`src/hdl/lesf_pkg.sv`:
```
// Shared constants and types for the largest empty square finder.
package lesf_pkg;

  localparam int MAX_COLS = 1024;
  localparam int MAX_ROWS = 1024;

  localparam int CHAR_W = 8;
  localparam int SIZE_W = 11;
  localparam int COL_W  = 10;
  localparam int ROW_W  = 10;
  localparam int CFG_W  = 11;
  localparam int IDX_W  = 2;

  localparam logic [IDX_W-1:0] REG_EMPTY_CHAR = 2'd0;
  localparam logic [IDX_W-1:0] REG_COLUMNS    = 2'd1;
  localparam logic [IDX_W-1:0] REG_ROWS       = 2'd2;

  localparam logic [CHAR_W-1:0] EMPTY_CHAR_RST = 8'd46;
  localparam logic [CFG_W-1:0]  COLUMNS_RST    = 11'd1024;
  localparam logic [CFG_W-1:0]  ROWS_RST       = 11'd1024;

  localparam logic [CFG_W-1:0] MAX_COLS_C = CFG_W'(MAX_COLS);
  localparam logic [CFG_W-1:0] MAX_ROWS_C = CFG_W'(MAX_ROWS);

  // One classified map cell on its way to the back end.
  typedef struct packed {
    logic             empty;
    logic             border;
    logic             last;
    logic [ROW_W-1:0] row;
    logic [COL_W-1:0] col;
  } lesf_item_t;

endpackage

```
`src/hdl/lesf_front.sv`:
```
// Front end: configuration registers, raster position tracking and cell classification.
module lesf_front import lesf_pkg::*; (
  input  logic              clk,
  input  logic              rst_n,
  input  logic              cfg_we,
  input  logic [IDX_W-1:0]  cfg_index,
  input  logic [CFG_W-1:0]  cfg_data,
  input  logic              in_valid,
  output logic              in_ready,
  input  logic [CHAR_W-1:0] in_cell_char,
  input  logic              q_ready,
  output logic              q_valid,
  output lesf_item_t        q_item
);

  logic [CHAR_W-1:0] empty_char_r;
  logic [CFG_W-1:0]  columns_r;
  logic [CFG_W-1:0]  rows_r;
  logic [COL_W-1:0]  col_r, col_nxt;
  logic [ROW_W-1:0]  row_r, row_nxt;
  logic [CFG_W-1:0]  cols_eff;
  logic [CFG_W-1:0]  rows_eff;
  logic              last_col;
  logic              last_row;
  logic              accept;

  always_ff @(posedge clk) begin
    if (!rst_n) begin
      empty_char_r <= EMPTY_CHAR_RST;
      columns_r    <= COLUMNS_RST;
      rows_r       <= ROWS_RST;
    end else if (cfg_we) begin
      unique case (cfg_index)
        REG_EMPTY_CHAR: empty_char_r <= cfg_data[CHAR_W-1:0];
        REG_COLUMNS:    columns_r    <= cfg_data;
        REG_ROWS:       rows_r       <= cfg_data;
        default:        ;
      endcase
    end
  end

  always_comb begin
    priority if (columns_r == '0) begin
      cols_eff = CFG_W'(1);
    end else if (columns_r > MAX_COLS_C) begin
      cols_eff = MAX_COLS_C;
    end else begin
      cols_eff = columns_r;
    end
    priority if (rows_r == '0) begin
      rows_eff = CFG_W'(1);
    end else if (rows_r > MAX_ROWS_C) begin
      rows_eff = MAX_ROWS_C;
    end else begin
      rows_eff = rows_r;
    end
  end

  assign last_col = CFG_W'(col_r) >= (cols_eff - CFG_W'(1));
  assign last_row = CFG_W'(row_r) >= (rows_eff - CFG_W'(1));
  assign accept   = in_valid && q_ready;

  always_comb begin
    col_nxt = col_r;
    row_nxt = row_r;
    if (accept) begin
      priority if (last_col && last_row) begin
        col_nxt = '0;
        row_nxt = '0;
      end else if (last_col) begin
        col_nxt = '0;
        row_nxt = row_r + ROW_W'(1);
      end else begin
        col_nxt = col_r + COL_W'(1);
      end
    end
  end

  always_ff @(posedge clk) begin
    if (!rst_n) begin
      col_r <= '0;
      row_r <= '0;
    end else begin
      col_r <= col_nxt;
      row_r <= row_nxt;
    end
  end

  assign in_ready      = q_ready;
  assign q_valid       = in_valid;
  assign q_item.empty  = (in_cell_char == empty_char_r);
  assign q_item.border = (row_r == '0) || (col_r == '0);
  assign q_item.last   = last_col && last_row;
  assign q_item.row    = row_r;
  assign q_item.col    = col_r;

endmodule

```
`config.mk`:
```
export PLATFORM = sky130hd
export DESIGN_NAME = lesf_front
export DESIGN_NICKNAME = d
export VERILOG_FILES = /design/src/hdl/lesf_pkg.sv /design/src/hdl/lesf_front.sv
export SDC_FILE = /design/constraint.sdc
export NUM_CORES = 1
export LEC_CHECK = 0
export BUFFER_PORTS_ARGS = -buffer_cell sky130_fd_sc_hd__buf_2
export CAP_MARGIN = 20
export CORE_MARGIN = 10
export CORE_UTILIZATION = 40
export CTS_CLUSTER_DIAMETER = 100
export DETAILED_ROUTE_END_ITERATION = 8
export SYNTH_ARGS = -nofsm -noshare
export SYNTH_HDL_FRONTEND = slang
export SYNTH_SLANG_ARGS = --single-unit
export TNS_END_PERCENT = 20
```
`constraint.sdc`:
```
create_clock -name clk -period 8.2 [get_ports clk]
set_clock_uncertainty 0.2 [all_clocks]
set_input_delay 1.64 -clock clk [delete_from_list [all_inputs] [get_ports clk]]
set_output_delay 1.64 -clock clk [all_outputs]
set_load 0.05 [all_outputs]
```
==> results.md <==
- Drt first-iter violations: around 180
- Hold Crit Class: reg -> reg
- Worst EP arrival: between 4 and 5 ns
- Setup Fix Bufs, Post-CTS: 0
- Vias in the first global route: 2579
- Largest net degree at the start of global routing: 38
- Post-synth EDFFs: 0
- Final worst path period share: about three quarters
- Via count: 2708
- Fin nets: between 400 and 500
- P per Cell Area: 134 mW/mm^2
- Worst stage delay on the critical path: 0.61 ns
- Dpl ws: 2.30 ns
- Clock slew at reported path FFs: ~0.090 ns
- Core region area: roughly 0.0077 mm^2
- Worst Max-Slew Pin Slew: 0.691 ns
- Yosys synthesis warning count: 0
- Async set-reset flop share out of synthesis: 0%
- Crit path kind: reg -> out
- Status: complete, no violations
- Minimum clock period: ~6.2 ns
- Total CTS buffers: 5
- Post-synthesis cell area: 0.00319 mm^2
- Synth unique cells: between 50 and 60
- Grt ovf: 0
- Slowest-stage cell, CP: or4_4
- CTS root buffer: clkbuf_8
- Initial Utilization: about two fifths
- DIE HEIGHT: roughly 110 um
- Max-Cap Viols: 0
- Synthesized instance count: 369
- Most Frequent Cell on Critical Path: o21ai_0
- Placed cell areas: 0.00351 mm^2
- Crit-path max FO: 10
- TritonRoute pass-1 iters: 4
- Hpwl dp: between 6 and 7 mm
- Highest Clock Rate: around 0.16 GHz
- Critical Path Start Type: flop
- Crit path max-delay family: simple AND/OR/NAND/NOR gates
- Via density: between 5 and 6
- WL final: approximately 7.6 mm
- Rows: 32
- Leak: between 1.5 and 2 nW
- Synth Area per Inst: ~8.7 um^2
- Setup TNS: 0 ns
- CTS Hold Bufs: 0
- Worst setup EP type: output pin
- Critical-path cell list: or4_4, nor4b_4, o21ai_0, ha_1, nand2b_1, o211ai_1, o21ai_0, o21ai_0, ha_1, a21o_1, a2111oi_4, and2_1, nor3_1, buf_2
- Area growth, synth to finish: 12.9%
- Post-route DRC: 0
- Worst EP required: about 6.4 ns
- Post-route cell area: about 0.0036 mm^2
- Number of nets with antenna violations after detailed routing: 0
- Final critical-path setup slack: about 2.0 ns
- CP Buf/Inv Count: 1
- DIE AREA: 0.0120 mm^2
- Syn_nets: around 420
- I/O Pins: slightly above 50
- Inserted Diodes: 0
- TritonCTS clock tree: done
- Register area share after synthesis: between 30% and 40%
- Initial antenna violation count: 0
- GRT Total Usage: roughly 13%
- Final Hold Vio Count: 0
- Routability Congestion: 0.876
- Slew HR: between 50% and 60%
- VDD IR max: roughly 0.000076 V
- PortBufs: 50
- Slew Viols, Final: 0
- CTS H-tree lvls: 2
- Die width: between 100 and 150 um
- Final setup fails: 0
- Sink Count: 50
- Post-CTS resize count: 0
- Seq cells post-synth: 50
- Worst-Skew Late Latency: slightly above 0.3 ns
- RSZ-0062 raised after global routing: no
- Layout cell share with drive strength beyond 1: 16.5%
- WL per Instance: around 15 um
- Post-synth top flop: dfxtp_1
- First-pass GRT wire length: about 13 mm
- Clk buf depth: 2
==> through the flow <==
step           instances  util [%]  power [mW]  hold WS [ns]
6_report             515      46.7       0.483         0.308
5_1_grt              515      46.7       0.508         0.340
4_1_cts              515      46.7       0.491         0.313
3_5_place_dp         507      45.4       0.334         0.286
3_3_place_gp         507      45.4       0.334         0.275
2_1_floorplan        369         -       0.314         0.264
==> registers in the layout, indices dropped and copies added, names as in the netlist <==
| register | cells |
|---|---|
| col_r | 10 |
| columns_r | 11 |
| empty_char_r | 8 |
| row_r | 10 |
| rows_r | 11 |
==> final timing paths <==
check / start / to / slack, ns / cells past startpoint
worst min-delay path: empty_char_r[1] / empty_char_r[1] / 0.31 / 2
worst max-delay path: columns_r[2] / q_item[20] / 1.95 / 14
worst max register to register: columns_r[2] / col_r[7] / 3.79 / 14
worst min register to register: empty_char_r[1] / empty_char_r[1] / 0.31 / 2
==> worst reg2reg max path, stage by stage (launching register included) <==
cell	delay [ns]
dfxtp_1	0.38
or4_4	0.61
nor4b_4	0.38
o21ai_0	0.21
ha_1	0.33
nand2b_1	0.13
o211ai_1	0.09
o21ai_0	0.08
o21ai_0	0.12
ha_1	0.30
a21o_1	0.21
a2111oi_4	0.50
and2_1	0.41
o21ai_2	0.21
nor2_1	0.17
==> power breakdown <==
part | internal [mW] | switching (mW)
Sequential | 0.248 | 0.00713
Combinational | 0.0324 | 0.0403
Clock | 0.0696 | 0.0850
Total | 0.350 | 0.132
==> layout make-up <==
type                       count  area (um^2)
sequential                    50         1000
clock inverter                 2         16.3
tap                          102          128
clock buffer                   6         82.6
inverter                      11         41.3
timing repair buffer          51          258
fill                         772         4120
multi-input combinational    293         2080
==> placed cells by master, fill, tap and decap left out, types with 2 or more instances in the layout <==
| cell type | n |
|---|---|
| o211ai_1 | 3 |
| a21oi_1 | 17 |
| o41ai_1 | 3 |
| a21o_1 | 2 |
| nand3_1 | 13 |
| or4_1 | 2 |
| and2_1 | 4 |
| nor3_1 | 11 |
| and3_1 | 3 |
| o21a_1 | 3 |
| clkbuf_8 | 6 |
| xor2_1 | 9 |
| or4_4 | 2 |
| o31ai_1 | 2 |
| o22ai_1 | 4 |
| nand3b_1 | 4 |
| a211o_1 | 3 |
| nand2b_1 | 4 |
| nor4_1 | 6 |
| o21ai_0 | 13 |
| nor2b_1 | 27 |
| buf_2 | 50 |
| a211oi_1 | 2 |
| ha_1 | 26 |
| inv_1 | 11 |
| nand4_1 | 5 |
| nor2_1 | 32 |
| nand2_1 | 29 |
| mux2i_1 | 28 |
| dfxtp_1 | 50 |
| xnor2_1 | 18 |
==> cell families (layout without fill, tap and decap cells) <==
kind of cell / Yosys count / count (layout) / synth area share (%)
simple gates: 149 / 149 / 25.0
flops: 50 / 50 / 31.3
mux: 28 / 28 / 8.78
fa+ha+maj: 26 / 26 / 10.2
buf+inv: 26 / 70 / 3.53
compound gates: 63 / 63 / 13.7
xor+xnor: 27 / 27 / 7.41
==> layer usage <==
metal | GRT usage (%) | vias to the layer above | share of wire (%) | wire length [um]
li1 | - | 1398 | - | -
met1 | 16.9 | 1240 | 49 | 3740
met2 | 19.8 | 68 | 43 | 3310
met3 | 3.80 | 2 | 7.1 | 542
met4 | 2.97 | 0 | 0.34 | 26
met5 | 0 | - | 0 | 0
==> Yosys cell counts (5+ instances only) <==
cell type / instances / area, um^2
nor2_1: 32 / 120
nand2_1: 29 / 109
mux2i_1: 28 / 280
inv_1: 11 / 41.3
nand4_1: 5 / 31.3
clkbuf_1: 9 / 33.8
nor2b_1: 27 / 169
nor4_1: 6 / 37.5
nand3_1: 13 / 65.1
a21oi_1: 17 / 85.1
ha_1: 26 / 325
xnor2_1: 18 / 158
o21ai_0: 13 / 65.1
nor3_1: 11 / 55.1
xor2_1: 9 / 78.8
dfxtp_1: 50 / 1000
Power figures use the tool's default switching activity.
