===== src/hdl/lesf_pkg.sv =====
// Shared constants and types for the largest empty square finder.
package lesf_pkg;

  localparam int MAX_COLS = 1024;
  localparam int MAX_ROWS = 1024;

  localparam int CHAR_W = 8;
  localparam int SIZE_W = 11;
  localparam int COL_W  = 10;
  localparam int ROW_W  = 10;
  localparam int CFG_W  = 11;
  localparam int IDX_W  = 2;

  localparam logic [IDX_W-1:0] REG_EMPTY_CHAR = 2'd0;
  localparam logic [IDX_W-1:0] REG_COLUMNS    = 2'd1;
  localparam logic [IDX_W-1:0] REG_ROWS       = 2'd2;

  localparam logic [CHAR_W-1:0] EMPTY_CHAR_RST = 8'd46;
  localparam logic [CFG_W-1:0]  COLUMNS_RST    = 11'd1024;
  localparam logic [CFG_W-1:0]  ROWS_RST       = 11'd1024;

  localparam logic [CFG_W-1:0] MAX_COLS_C = CFG_W'(MAX_COLS);
  localparam logic [CFG_W-1:0] MAX_ROWS_C = CFG_W'(MAX_ROWS);

  // One classified map cell on its way to the back end.
  typedef struct packed {
    logic             empty;
    logic             border;
    logic             last;
    logic [ROW_W-1:0] row;
    logic [COL_W-1:0] col;
  } lesf_item_t;

endpackage


===== src/hdl/lesf_queue.sv =====
// Two-entry queue between the front and back ends.
module lesf_queue import lesf_pkg::*; (
  input  logic       clk,
  input  logic       rst_n,
  input  logic       push_valid,
  output logic       push_ready,
  input  lesf_item_t push_item,
  output logic       pop_valid,
  input  logic       pop_ready,
  output lesf_item_t pop_item
);

  lesf_item_t  slot_r [2];
  logic        wr_ptr_r;
  logic        rd_ptr_r;
  logic [1:0]  count_r, count_nxt;
  logic        push;
  logic        pop;

  assign push_ready = (count_r != 2'd2);
  assign pop_valid  = (count_r != 2'd0);
  assign push       = push_valid && push_ready;
  assign pop        = pop_valid && pop_ready;
  assign pop_item   = slot_r[rd_ptr_r];

  always_comb begin
    count_nxt = count_r;
    if (push && !pop) begin
      count_nxt = count_r + 2'd1;
    end else if (pop && !push) begin
      count_nxt = count_r - 2'd1;
    end
  end

  always_ff @(posedge clk) begin
    if (push) begin
      slot_r[wr_ptr_r] <= push_item;
    end
  end

  always_ff @(posedge clk) begin
    if (!rst_n) begin
      wr_ptr_r <= 1'b0;
      rd_ptr_r <= 1'b0;
      count_r  <= 2'd0;
    end else begin
      if (push) begin
        wr_ptr_r <= ~wr_ptr_r;
      end
      if (pop) begin
        rd_ptr_r <= ~rd_ptr_r;
      end
      count_r <= count_nxt;
    end
  end

endmodule


===== config.mk =====
export PLATFORM = sky130hd
export DESIGN_NAME = lesf_queue
export DESIGN_NICKNAME = d
export VERILOG_FILES = /design/src/hdl/lesf_pkg.sv /design/src/hdl/lesf_queue.sv
export SDC_FILE = /design/constraint.sdc
export NUM_CORES = 1
export LEC_CHECK = 0
export ABC_CLOCK_PERIOD_IN_PS = 1400
export BUFFER_PORTS_ARGS = -buffer_cell sky130_fd_sc_hd__buf_4
export CORE_MARGIN = 4
export CORE_UTILIZATION = 45
export DETAILED_ROUTE_END_ITERATION = 8
export GPL_TIMING_DRIVEN = 0
export PLACE_DENSITY = 0.84
export REMOVE_ABC_BUFFERS = 1
export SLEW_MARGIN = 10
export SYNTH_ARGS = -nofsm -noshare
export SYNTH_HDL_FRONTEND = slang
export SYNTH_SLANG_ARGS = --single-unit

===== constraint.sdc =====
create_clock -name clk -period 1.4 [get_ports clk]
set_input_delay 0.21 -clock clk [delete_from_list [all_inputs] [get_ports clk]]
set_output_delay 0.21 -clock clk [all_outputs]
set_load 0.02 [all_outputs]

==> results.md, run 1 <==
- Via/cell ratio: around 5.0
- Arr. time, crit path: around 1700 ps
- Combinational family with the most area after synthesis: multiplexers
- Combinational Power Share: approximately two fifths
- Switching Fraction: between 20 and 30%
- Critical Path Source: count_r[0]
- Hold Violations, Final: 0
- Worst-path clk slew: about 90 ps
- Critical path class: flip-flop to flip-flop
- Final clock skew: ~6.4 ps
- Synth cell count leaders: edfxtp_1, mux2_2, dfxtp_1
- CP endpoint: count_r[1]
- Worst Setup Start Kind: flip-flop
- Yosys reg bits: 51
- Async SR Flop Fraction: 0%
- Sequential area share after synthesis: between 70 and 80%
- Leakage power: between 1 and 1.5 nW
- Synth Area in Simple Gates: 3.44%
- Failing checks: setup timing
- Pwr dens: around 1800 nW/um2
- Antenna-violating nets left: 0
- Mapped Avg Cell Area: about 20 um2
- Synth Cell Area: roughly 1900 um2
- Nets: 192
- Starting Density: between 40% and 50%
- Antenna diode count: 0
- Final period utilization: 109%
- First-pass GRT wire length: roughly 5600 um
- Hold Path Class: primary input to flip-flop
- # DRC: 0
- Measured slew at the worst slew-check pin: around 340 ps
- Initial antenna violation count: 0
- Distinct cell type count after synthesis: 19
- Reg2reg setup slack: -120 ps
- DP Wirelength: around 2200 um
- Sequential power share: just under 40%
- DRT Wirelength: around 3800 um
- GRT Resource Usage Total: approximately 15%
- CTS tree: done
- Compound-Gate Fraction of Synth Area: 1.85%
- Final setup violation count: 24
- Max Transition Viols Final: 0
- RSZ-0062 raised after global routing: true
- Adder-cell area share of the yosys netlist: 0.661%
- Area Growth Syn to Fin: 48.6%
- Iteration-0 DRC Markers: 49
- Final Critical Period: 1520 ps
- Post-synth EDFFs: 46
- R2R depth: 6
- Largest cells by area after synthesis: edfxtp_1, mux2_2, dfxtp_1, and2_1, xnor2_1
- Status: finished with violations
- Worst EP required: around 1600 ps
- Root Buffer: clkbuf_8
- Clock Path Buffers: 2
- Largest net degree at the start of global routing: 24
- Switch Pwr: 0.00150 W
- Number of global-route vias before repair: between 1000 and 1500
- Total Die Area: about 5300 um2
- Clk_lat worst skew: 290 ps
- Synth area leader: edfxtp_1
- Maxcap violations: 0
- Clk sinks: 51
- Ys flop type: edfxtp_1
- Maximum VDD drop: between 1.5 and 2 mV
- Final worst-path setup slack: -120 ps
- Share of cells above drive strength 1: ~66%
- Area of the core: between 4000 and 5000 um2
- Rel. slew slack: 77.3%
- Yosys top cell area share: between 70% and 80%
- Via count of the routed design: between 1000 and 1500
- Post-synthesis mux area share: about 14%
- Cells after synthesis: 95
- Num rows: 23
- Io pins: 52
- Critical path capture point type: flip-flop
- Crit-path max FO: 3
- Xor and xnor area share after synthesis: 1.39%
- Total congestion overflow: 0
- Synth warnings: 0
- Final Power: 0.00519 W
- Wire length per cell: 17.9 um
- Die Y: between 70 and 80 um
- Max Fclk: between 600 and 700 MHz
- R2R Path Start: count_r[0]
- R2R Path End: count_r[1]
- Port Buffers: approximately 50
- Clock share of power: a little under a fifth
- H-tree depth: 2
- Internal power: 0.00369 W
- Total CTS buffers: 5
- Count leader, synth: edfxtp_1
- Final Wtd Congestion: roughly 0.73
- Setup_tns: -2350 ps
- 1st-pass router iterations: 4
- Die X: approximately 73 um
power by group through the flow:
stage               sequential [W]  clock [W]  combinational, W
detailed placement         0.00212          0           0.00135
CTS                        0.00202   0.000982           0.00198
floorplan                  0.00206          0          0.000846
global placement           0.00210          0           0.00131
global route               0.00207    0.00104           0.00229
finish                     0.00204   0.000965           0.00218
logic make-up after synthesis:
| kind of cell | count (synthesis) |
|---|---|
| buffers and inverters | 3 |
| adders and majority gates | 1 |
| AOI/OAI and AO/OA | 5 |
| muxes | 23 |
| DFF | 51 |
| and+or+nand+nor | 9 |
| xor gates and xnor gates | 3 |
how the worst min path moves through the flow:
| stage | startpoint | to | slack (ps) | cells past startpoint |
|---|---|---|---|---|
| 2_1_floorplan | push_item[0] | slot_r[0][0] | 310 | 0 |
| 3_3_place_gp | push_item[13] | slot_r[1][13] | 400 | 1 |
| 3_5_place_dp | push_item[16] | slot_r[1][16] | 400 | 1 |
| 4_1_cts | push_item[6] | slot_r[1][6] | 80 | 1 |
| 5_1_grt | push_item[13] | slot_r[1][13] | 80 | 1 |
| 6_report | push_item[6] | slot_r[1][6] | 90 | 1 |
registers in the layout (all words and copies together) (netlist names), named ones only:
| name | cells |
|---|---|
| rd_ptr_r | 1 |
| count_r | 2 |
| wr_ptr_r | 1 |
| slot_r | 46 |
stage by stage:
stage | utilization (%) | hold WS, ps | std cells | worst slack, ps | area, um2
3_5_place_dp | 57.8 | 400 | 194 | -502 | 2330
2_1_floorplan | - | 309 | 93 | -215 | 1880
5_1_grt | 69.8 | 79.8 | 214 | -160 | 2810
3_3_place_gp | 57.8 | 396 | 194 | -447 | 2330
4_1_cts | 67.4 | 83.3 | 212 | -124 | 2720
6_report | 69.8 | 94.6 | 214 | -120 | 2810
per-layer routing:
layer | part of all wire (%) | global-route usage [%]
met5 | 0 | 0
met4 | 1.1 | 4.30
met3 | 6.4 | 4.41
met2 | 55 | 28.0
met1 | 38 | 15.0
layout make-up:
class | instances | area (um2)
Clock buffer | 5 | 68.8
Inverter | 1 | 7.51
Fill cell | 262 | 1220
Multi-Input combinational cell | 41 | 527
Clock inverter | 2 | 37.5
Sequential cell | 51 | 1490
Tap cell | 50 | 62.6
Timing Repair inverter | 1 | 7.51
Timing Repair Buffer | 63 | 612
critical path, cell delays in order, from the launching register on:
cell	delay [ps]
dfxtp_4	360
nand2b_4	140
and2_4	140
ha_4	150
xor2_2	150
or3_4	340
a21boi_2	160
what timing repair did:
action / CTS / global route
setup buffers: 10 / 1
pin swaps: 4 / 2
gates resized for setup: 53 / 17
hold buffers: 0 / 0
setup endpoints to repair: 71 / 47
cloned: 1 / 1
layout by cell type (no fill, tap or decap), types with 2 or more instances in the layout:
cell,count
edfxtp_1,46
mux2_4,23
clkinvlp_4,3
clkbuf_8,5
buf_6,27
and2_1,3
buf_4,33
xnor2_1,2
dfxtp_4,2
dfxtp_1,2
No activity file was read; power rests on OpenSTA's default activity.
==> run 2, diff against run 1 <==
Settings changed: ABC_AREA from default to 1.
==> results.md, run 2 <==
- Worst EP required: 1190 ps (was 1620 ps)
- Cells after synthesis: 108 (was 95)
- Async SR Flop Fraction: 0% (unchanged)
- Wire length per cell: 15.8 um (was 17.9 um)
- Final worst-path setup slack: -109 ps (was -120 ps)
- Final setup violation count: 23 (was 24)
- Worst Setup Start Kind: flip-flop (unchanged)
- Largest Register: slot_r (unchanged)
- Total CTS buffers: 5 (unchanged)
- WP buf/inv: 2 (was 0)
- Worst-path clk slew: 80 ps (was 90 ps)
- Hold buffers post-CTS: 0 (unchanged)
- Critical path class: flip-flop to primary output (was flip-flop to flip-flop)
- Leakage power: 1.04 nW (was 1.10 nW)
- Synth warnings: 0 (unchanged)
- Pwr dens: 1710 nW/um2 (was 1840 nW/um2)
- Via/cell ratio: 4.97 (was 4.98)
- Crit-path max FO: 12 (was 3)
- Sequential cell area: 1490 um2 (about the same)
- 1st-pass router iterations: 4 (unchanged)
- R2R Path End: slot_r[1][15] (was count_r[1])
- Root Buffer: clkbuf_8 (unchanged)
- Setup_tns: -2150 ps (was -2350 ps)
- Hold path cells: 1 (unchanged)
- Hold Violations, Final: 0 (unchanged)
- GRT met2 Usage: 27.9% (was 28.0%)
- Total congestion overflow: 0 (unchanged)
- Largest net degree at the start of global routing: 16 (was 24)
- Critical path capture point type: primary output (was flip-flop)
- H-tree depth: 2 (unchanged)
- Reg2reg setup slack: 70 ps (was -120 ps)
- Maxcap violations: 0 (unchanged)
- Final clock skew: 2.96 ps (was 6.45 ps)
- DRT Wirelength: 3500 um (was 3840 um)
- R2R depth: 6 (unchanged)
- DP Wirelength: 2460 um (was 2220 um)
- Largest register FFs: 46 (unchanged)
- Maximum VDD drop: 1.07 mV (was 1.59 mV)
- Sequential area share after synthesis: 77.8% (was 78.3%)
- Yosys top cell area share: 72.6% (was 73.0%)
- Num rows: 23 (unchanged)
- Clk sinks: 51 (unchanged)
- Most frequent cells in the layout: edfxtp_1, buf_4, buf_6, mux2_2, nand2_1 (was edfxtp_1, buf_4, buf_6, mux2_4, clkbuf_8)
- First-pass GRT wire length: 5730 um (was 5560 um)
- Final period utilization: 108% (was 109%)
- Max Transition Viols Final: 0 (unchanged)
- Area Growth Syn to Fin: 41.2% (was 48.6%)
- Met3 GRT Util: 4.82% (was 4.41%)
- Distinct cell type count after synthesis: 14 (was 19)
- Ys flop type: edfxtp_1 (unchanged)
- Met1 usage in global routing: 15.1% (was 15.0%)
- Number of global-route vias before repair: 1233 (was 1164)
- Filler instances: 278 (was 262)
- Die Y: 73.0 um (was 72.9 um)
- Starting Density: 46.9% (was 47.0%)
- Synth Cell Area: 1900 um2 (was 1890 um2)
- Max Fclk: 663 MHz (was 658 MHz)
- Multi-input gate area: 429 um2 (was 527 um2)
- Port Buffers: 51 (unchanged)
- Antenna-violating nets left: 0 (unchanged)
- Hold Path Class: primary input to flip-flop (unchanged)
- Largest cells by area after synthesis: edfxtp_1, mux2_2, dfxtp_1, nand2_1, nor2_1 (was edfxtp_1, mux2_2, dfxtp_1, and2_1, xnor2_1)
- Worst hold margin: 99.8 ps (was 94.6 ps)
- Synth area leader: edfxtp_1 (unchanged)
- Via count of the routed design: 1104 (was 1065)
- Worst hold start: push_item[13] (was push_item[6])
- Final instance area: 2690 um2 (was 2810 um2)
- RSZ-0062 raised after global routing: true (unchanged)
- Slowest cell on the critical path: dfxtp_4 (unchanged)
- Placed cell area: 2360 um2 (was 2330 um2)
- CTS tree: done (unchanged)
- Arr. time, crit path: 1300 ps (was 1740 ps)
- Yosys reg bits: 51 (unchanged)
- Failing checks: setup timing (unchanged)
- Rel. slew slack: 86.1% (was 77.3%)
- Iteration-0 DRC Markers: 36 (was 49)
- Measured slew at the worst slew-check pin: 206 ps (was 340 ps)
- Min-Delay Endpoint: slot_r[0][13] (was slot_r[1][6])
- Largest regs: slot_r x46, count_r x2 (unchanged)
- Die X: 73.0 um (was 72.9 um)
- Nets: 199 (was 192)
- Mapped Avg Cell Area: 17.6 um2 (was 19.9 um2)
- Antenna diode count: 0 (unchanged)
- Area of the core: 4060 um2 (was 4030 um2)
- GRT Resource Usage Total: 14.4% (was 14.6%)
- Share of cells above drive strength 1: 57.0% (was 65.9%)
- Final Wtd Congestion: 0.743 (was 0.728)
- Initial antenna violation count: 0 (unchanged)
- R2R Path Start: count_r[0] (unchanged)
- Status: finished with violations (unchanged)
- Commonest non-fill, non-tap cell in the layout: edfxtp_1 (unchanged)
- Count leader, synth: edfxtp_1 (unchanged)
- Most Crowded Layer GR: met2 (unchanged)
- Final Critical Period: 1510 ps (was 1520 ps)
- Critical path's top delay family: flip-flops (was simple AND/OR/NAND/NOR gates)
- Total Die Area: 5330 um2 (was 5310 um2)
- Clock Path Buffers: 2 (unchanged)
- Post-synth EDFFs: 46 (unchanged)
- Max incr delay on CP: 380 ps (was 360 ps)
- Clk_lat worst skew: 290 ps (about the same)
- Worst path cell trace: buf_12 -> mux2_2 -> buf_6 (was nand2b_4 -> and2_4 -> ha_4 -> xor2_2 -> or3_4 -> a21boi_2)
- Io pins: 52 (unchanged)
- Synth cell count leaders: edfxtp_1, mux2_2, nand2_1 (was edfxtp_1, mux2_2, dfxtp_1)
- # DRC: 0 (unchanged)
## run 2: cell count changes after synthesis, sizes merged, moves of 2 or more
cell    change
a21boi      -2
and2        -4
inv         +7
nand2       +9
nor2        +8
xnor2       -2
## run 2: timing repair
| action | in CTS | in global routing |
|---|---|---|
| endpoints found under the setup margin | 71 | 70 |
| pin swaps | 3 | 0 |
| resized for setup | 38 | 6 |
| setup buffers | 5 | 0 |
## run 2: power by group
part           internal [W]  switching (W)  leakage [nW]
logic              0.000915       0.000863         0.524
registers           0.00194      0.0000943         0.472
clock network      0.000349       0.000425        0.0412
total               0.00320        0.00138          1.04
## run 2: worst max-delay path by stage
stage / startpoint / slack [ps] / to / cells past startpoint
finish: flip-flop / -110 / pop_item[3] / 3
global route: flip-flop / -150 / pop_item[12] / 3
CTS: flip-flop / -120 / pop_item[17] / 3
detailed placement: flip-flop / -400 / pop_item[9] / 2
global placement: count_r[0] / -1010 / slot_r[0][11] / 4
floorplan: count_r[0] / -700 / slot_r[1][0] / 4
## run 2: layout make-up
cell class,instances,share of cell area (%)
Clock buffer,6,2.70
Multi-Input combinational cell,47,16.0
Tap cell,50,2.33
Inverter,8,1.12
Sequential cell,51,55.4
Clock inverter,2,0.466
Timing Repair Buffer,58,22.0
## run 2: through the flow
stage / worst slack [ps] / power [W] / util [%] / cells
floorplan: -702 / 0.00286 / - / 106
global placement: -1010 / 0.00333 / 57.3 / 207
detailed placement: -401 / 0.00344 / 58.2 / 209
CTS: -121 / 0.00460 / 65.8 / 222
global route: -153 / 0.00482 / 66.2 / 222
finish: -109 / 0.00458 / 66.2 / 222
## run 2: routing by layer
metal | wire [um] | vias up
met1 | 1290 | 539
met3 | 224 | 2
met5 | 0 | -
li1 | - | 524
met4 | 20 | 0
met2 | 1960 | 39
## run 2: worst register-to-register path, delay by kind of cell, from the launching register on
family / cells / cell delay (ps)
buffers and inverters: 3 / 380
DFF: 1 / 360
and+or+nand+nor: 3 / 320
## run 2: cells by family after synthesis
logic type      Yosys count  share of synthesized area [%]
compound gates            4                           1.18
fa+ha+maj                 1                          0.657
buf+inv                  10                           2.76
flops                    51                           77.8
mux                      23                           13.6
simple gates             19                           3.94
==> run 3, diff against run 2 <==
Settings changed: PLACE_DENSITY 0.84 to 0.83.
==> results.md, run 3 (synthesis results as in run 2) <==
- Iteration-0 DRC Markers: 47 (was 36)
- Worst-path clk slew: 90 ps (was 80 ps)
- Largest register FFs: 46 (unchanged)
- Largest net degree at the start of global routing: 17 (was 16)
- Wire length per cell: 16.7 um (was 15.8 um)
- Internal power: 0.00325 W (was 0.00320 W)
- Setup_tns: -2230 ps (was -2150 ps)
- Largest regs: slot_r x46, count_r x2 (unchanged)
- Area Growth Syn to Fin: 43.1% (was 41.2%)
- Clk sinks: 51 (unchanged)
- Root Buffer: clkbuf_8 (unchanged)
- Largest Register: slot_r (unchanged)
- DP Wirelength: 2490 um (was 2460 um)
- Critical path capture point type: primary output (unchanged)
- Switch Pwr: 0.00146 W (was 0.00138 W)
- Total CTS buffers: 5 (unchanged)
- Die Y: 73.0 um (unchanged)
- Io pins: 52 (unchanged)
- Area of the core: 4060 um2 (unchanged)
- Sequential power share: 43.4% (was 44.3%)
- DRT Wirelength: 3730 um (was 3500 um)
- 1st-pass router iterations: 4 (unchanged)
- Pwr dens: 1730 nW/um2 (was 1710 nW/um2)
- Sequential cell area: 1490 um2 (about the same)
- Via/cell ratio: 4.96 (was 4.97)
- Filler instances: 283 (was 278)
- Antenna-violating nets left: 0 (unchanged)
- Leakage power: 1.07 nW (was 1.04 nW)
- Clock share of power: 17.0% (was 16.9%)
- Commonest non-fill, non-tap cell in the layout: edfxtp_1 (unchanged)
- Max Transition Viols Final: 0 (unchanged)
- Die X: 73.0 um (unchanged)
- Initial antenna violation count: 0 (unchanged)
- Status: finished with violations (unchanged)
- Total Die Area: 5330 um2 (unchanged)
- Slowest cell on the critical path: dfxtp_4 (unchanged)
- Via count of the routed design: 1105 (was 1104)
- Starting Density: 46.9% (unchanged)
- Most frequent cells in the layout: edfxtp_1, buf_4, buf_6, mux2_4, mux2_2 (was edfxtp_1, buf_4, buf_6, mux2_2, nand2_1)
- Crit-path max FO: 12 (unchanged)
- Switching Fraction: 31.0% (was 30.2%)
- Nets: 200 (was 199)
- Max incr delay on CP: 380 ps (about the same)
- Final worst-path setup slack: -120 ps (was -109 ps)
- Worst Setup Start Kind: flip-flop (unchanged)
- Maxcap violations: 0 (unchanged)
- Final Wtd Congestion: 0.741 (was 0.743)
- Combinational Power Share: 39.6% (was 38.8%)
- Clock Path Buffers: 2 (unchanged)
- Number of global-route vias before repair: 1229 (was 1233)
- GRT Resource Usage Total: 14.6% (was 14.4%)
- Hold Path Class: primary input to flip-flop (unchanged)
- Num rows: 23 (unchanged)
- Port Buffers: 51 (unchanged)
- Hold Violations, Final: 0 (unchanged)
- Placed Cells: 209 (unchanged)
- Final Critical Period: 1520 ps (was 1510 ps)
- Post-route non-filler standard cell count: 223 (was 222)
- Worst path cell trace: buf_12 -> mux2_2 -> buf_6 (unchanged)
- Max Fclk: 658 MHz (was 663 MHz)
- Clk_lat worst skew: 300 ps (was 290 ps)
- Multi-input gate area: 458 um2 (was 429 um2)
- H-tree depth: 2 (unchanged)
- Total congestion overflow: 0 (unchanged)
- Final period utilization: 109% (was 108%)
- Antenna diode count: 0 (unchanged)
- Failing checks: setup timing (unchanged)
- CTS tree: done (unchanged)
- First-pass GRT wire length: 5720 um (was 5730 um)
- Hold buffers post-CTS: 0 (unchanged)
- Critical path class: flip-flop to primary output (unchanged)
- Final clock skew: 3.96 ps (was 2.96 ps)
- Worst EP required: 1190 ps (about the same)
- # DRC: 0 (unchanged)
- Measured slew at the worst slew-check pin: 201 ps (was 206 ps)
- Maximum VDD drop: 0.961 mV (was 1.07 mV)
- Share of cells above drive strength 1: 57.8% (was 57.0%)
- Final setup violation count: 23 (unchanged)
- Rel. slew slack: 86.5% (was 86.1%)
- RSZ-0062 raised after global routing: true (unchanged)
- Arr. time, crit path: 1310 ps (was 1300 ps)
## run 3: per-stage QoR
stage          util (%)  instance area (um2)  hold slack, ps  setup WS (ps)  total power [W]
2_1_floorplan         -                 1880             309           -702          0.00286
3_3_place_gp       57.3                 2330             395          -1040          0.00333
3_5_place_dp       58.2                 2360             398           -464          0.00347
4_1_cts            65.8                 2670            82.1           -147          0.00464
5_1_grt            67.1                 2720            70.2           -165          0.00493
6_report           67.1                 2720            92.0           -120          0.00472
## run 3: final cells by class
type	count	share of cell area [%]
Sequential cell	51	54.7
Timing Repair Buffer	59	21.7
Multi-Input combinational cell	47	16.8
Clock buffer	5	2.53
Tap cell	50	2.30
Inverter	8	1.19
Clock inverter	3	0.735
## run 3: power groups by stage
| stage | Combinational (W) | Clock, W | Sequential (W) |
|---|---|---|---|
| floorplan | 0.000791 | 0 | 0.00206 |
| global placement | 0.00124 | 0 | 0.00210 |
| detailed placement | 0.00135 | 0 | 0.00211 |
| CTS | 0.00179 | 0.000829 | 0.00202 |
| global route | 0.00198 | 0.000886 | 0.00207 |
| finish | 0.00187 | 0.000802 | 0.00205 |
## run 3: final timing paths
check	slack, ps	cells past startpoint	startpoint	to
worst max register to register	60	6	count_r[0]	slot_r[0][19]
worst min-delay path	90	1	push_item[2]	slot_r[1][2]
worst max-delay path	-120	3	flip-flop	pop_item[10]
worst min register to register	540	2	rd_ptr_r	rd_ptr_r
## run 3: repair_timing
action                                  CTS  global route
gates resized for setup                  36            16
setup buffers                             5             1
endpoints found under the setup margin   71            41
gates cloned                              0             0
pin swaps                                 3             1
## run 3: metal layers
| layer | routed length, um | global-route usage (%) |
|---|---|---|
| met4 | 14 | 3.69 |
| met2 | 2120 | 27.7 |
| met1 | 1340 | 15.3 |
| met5 | 0 | 0 |
| met3 | 252 | 4.68 |
## run 3: critical path: cells and delay by family (launching register included)
kind,cells,cell delay (ps)
flip-flops,1,380
multiplexers,1,350
buffers and inverters,2,280
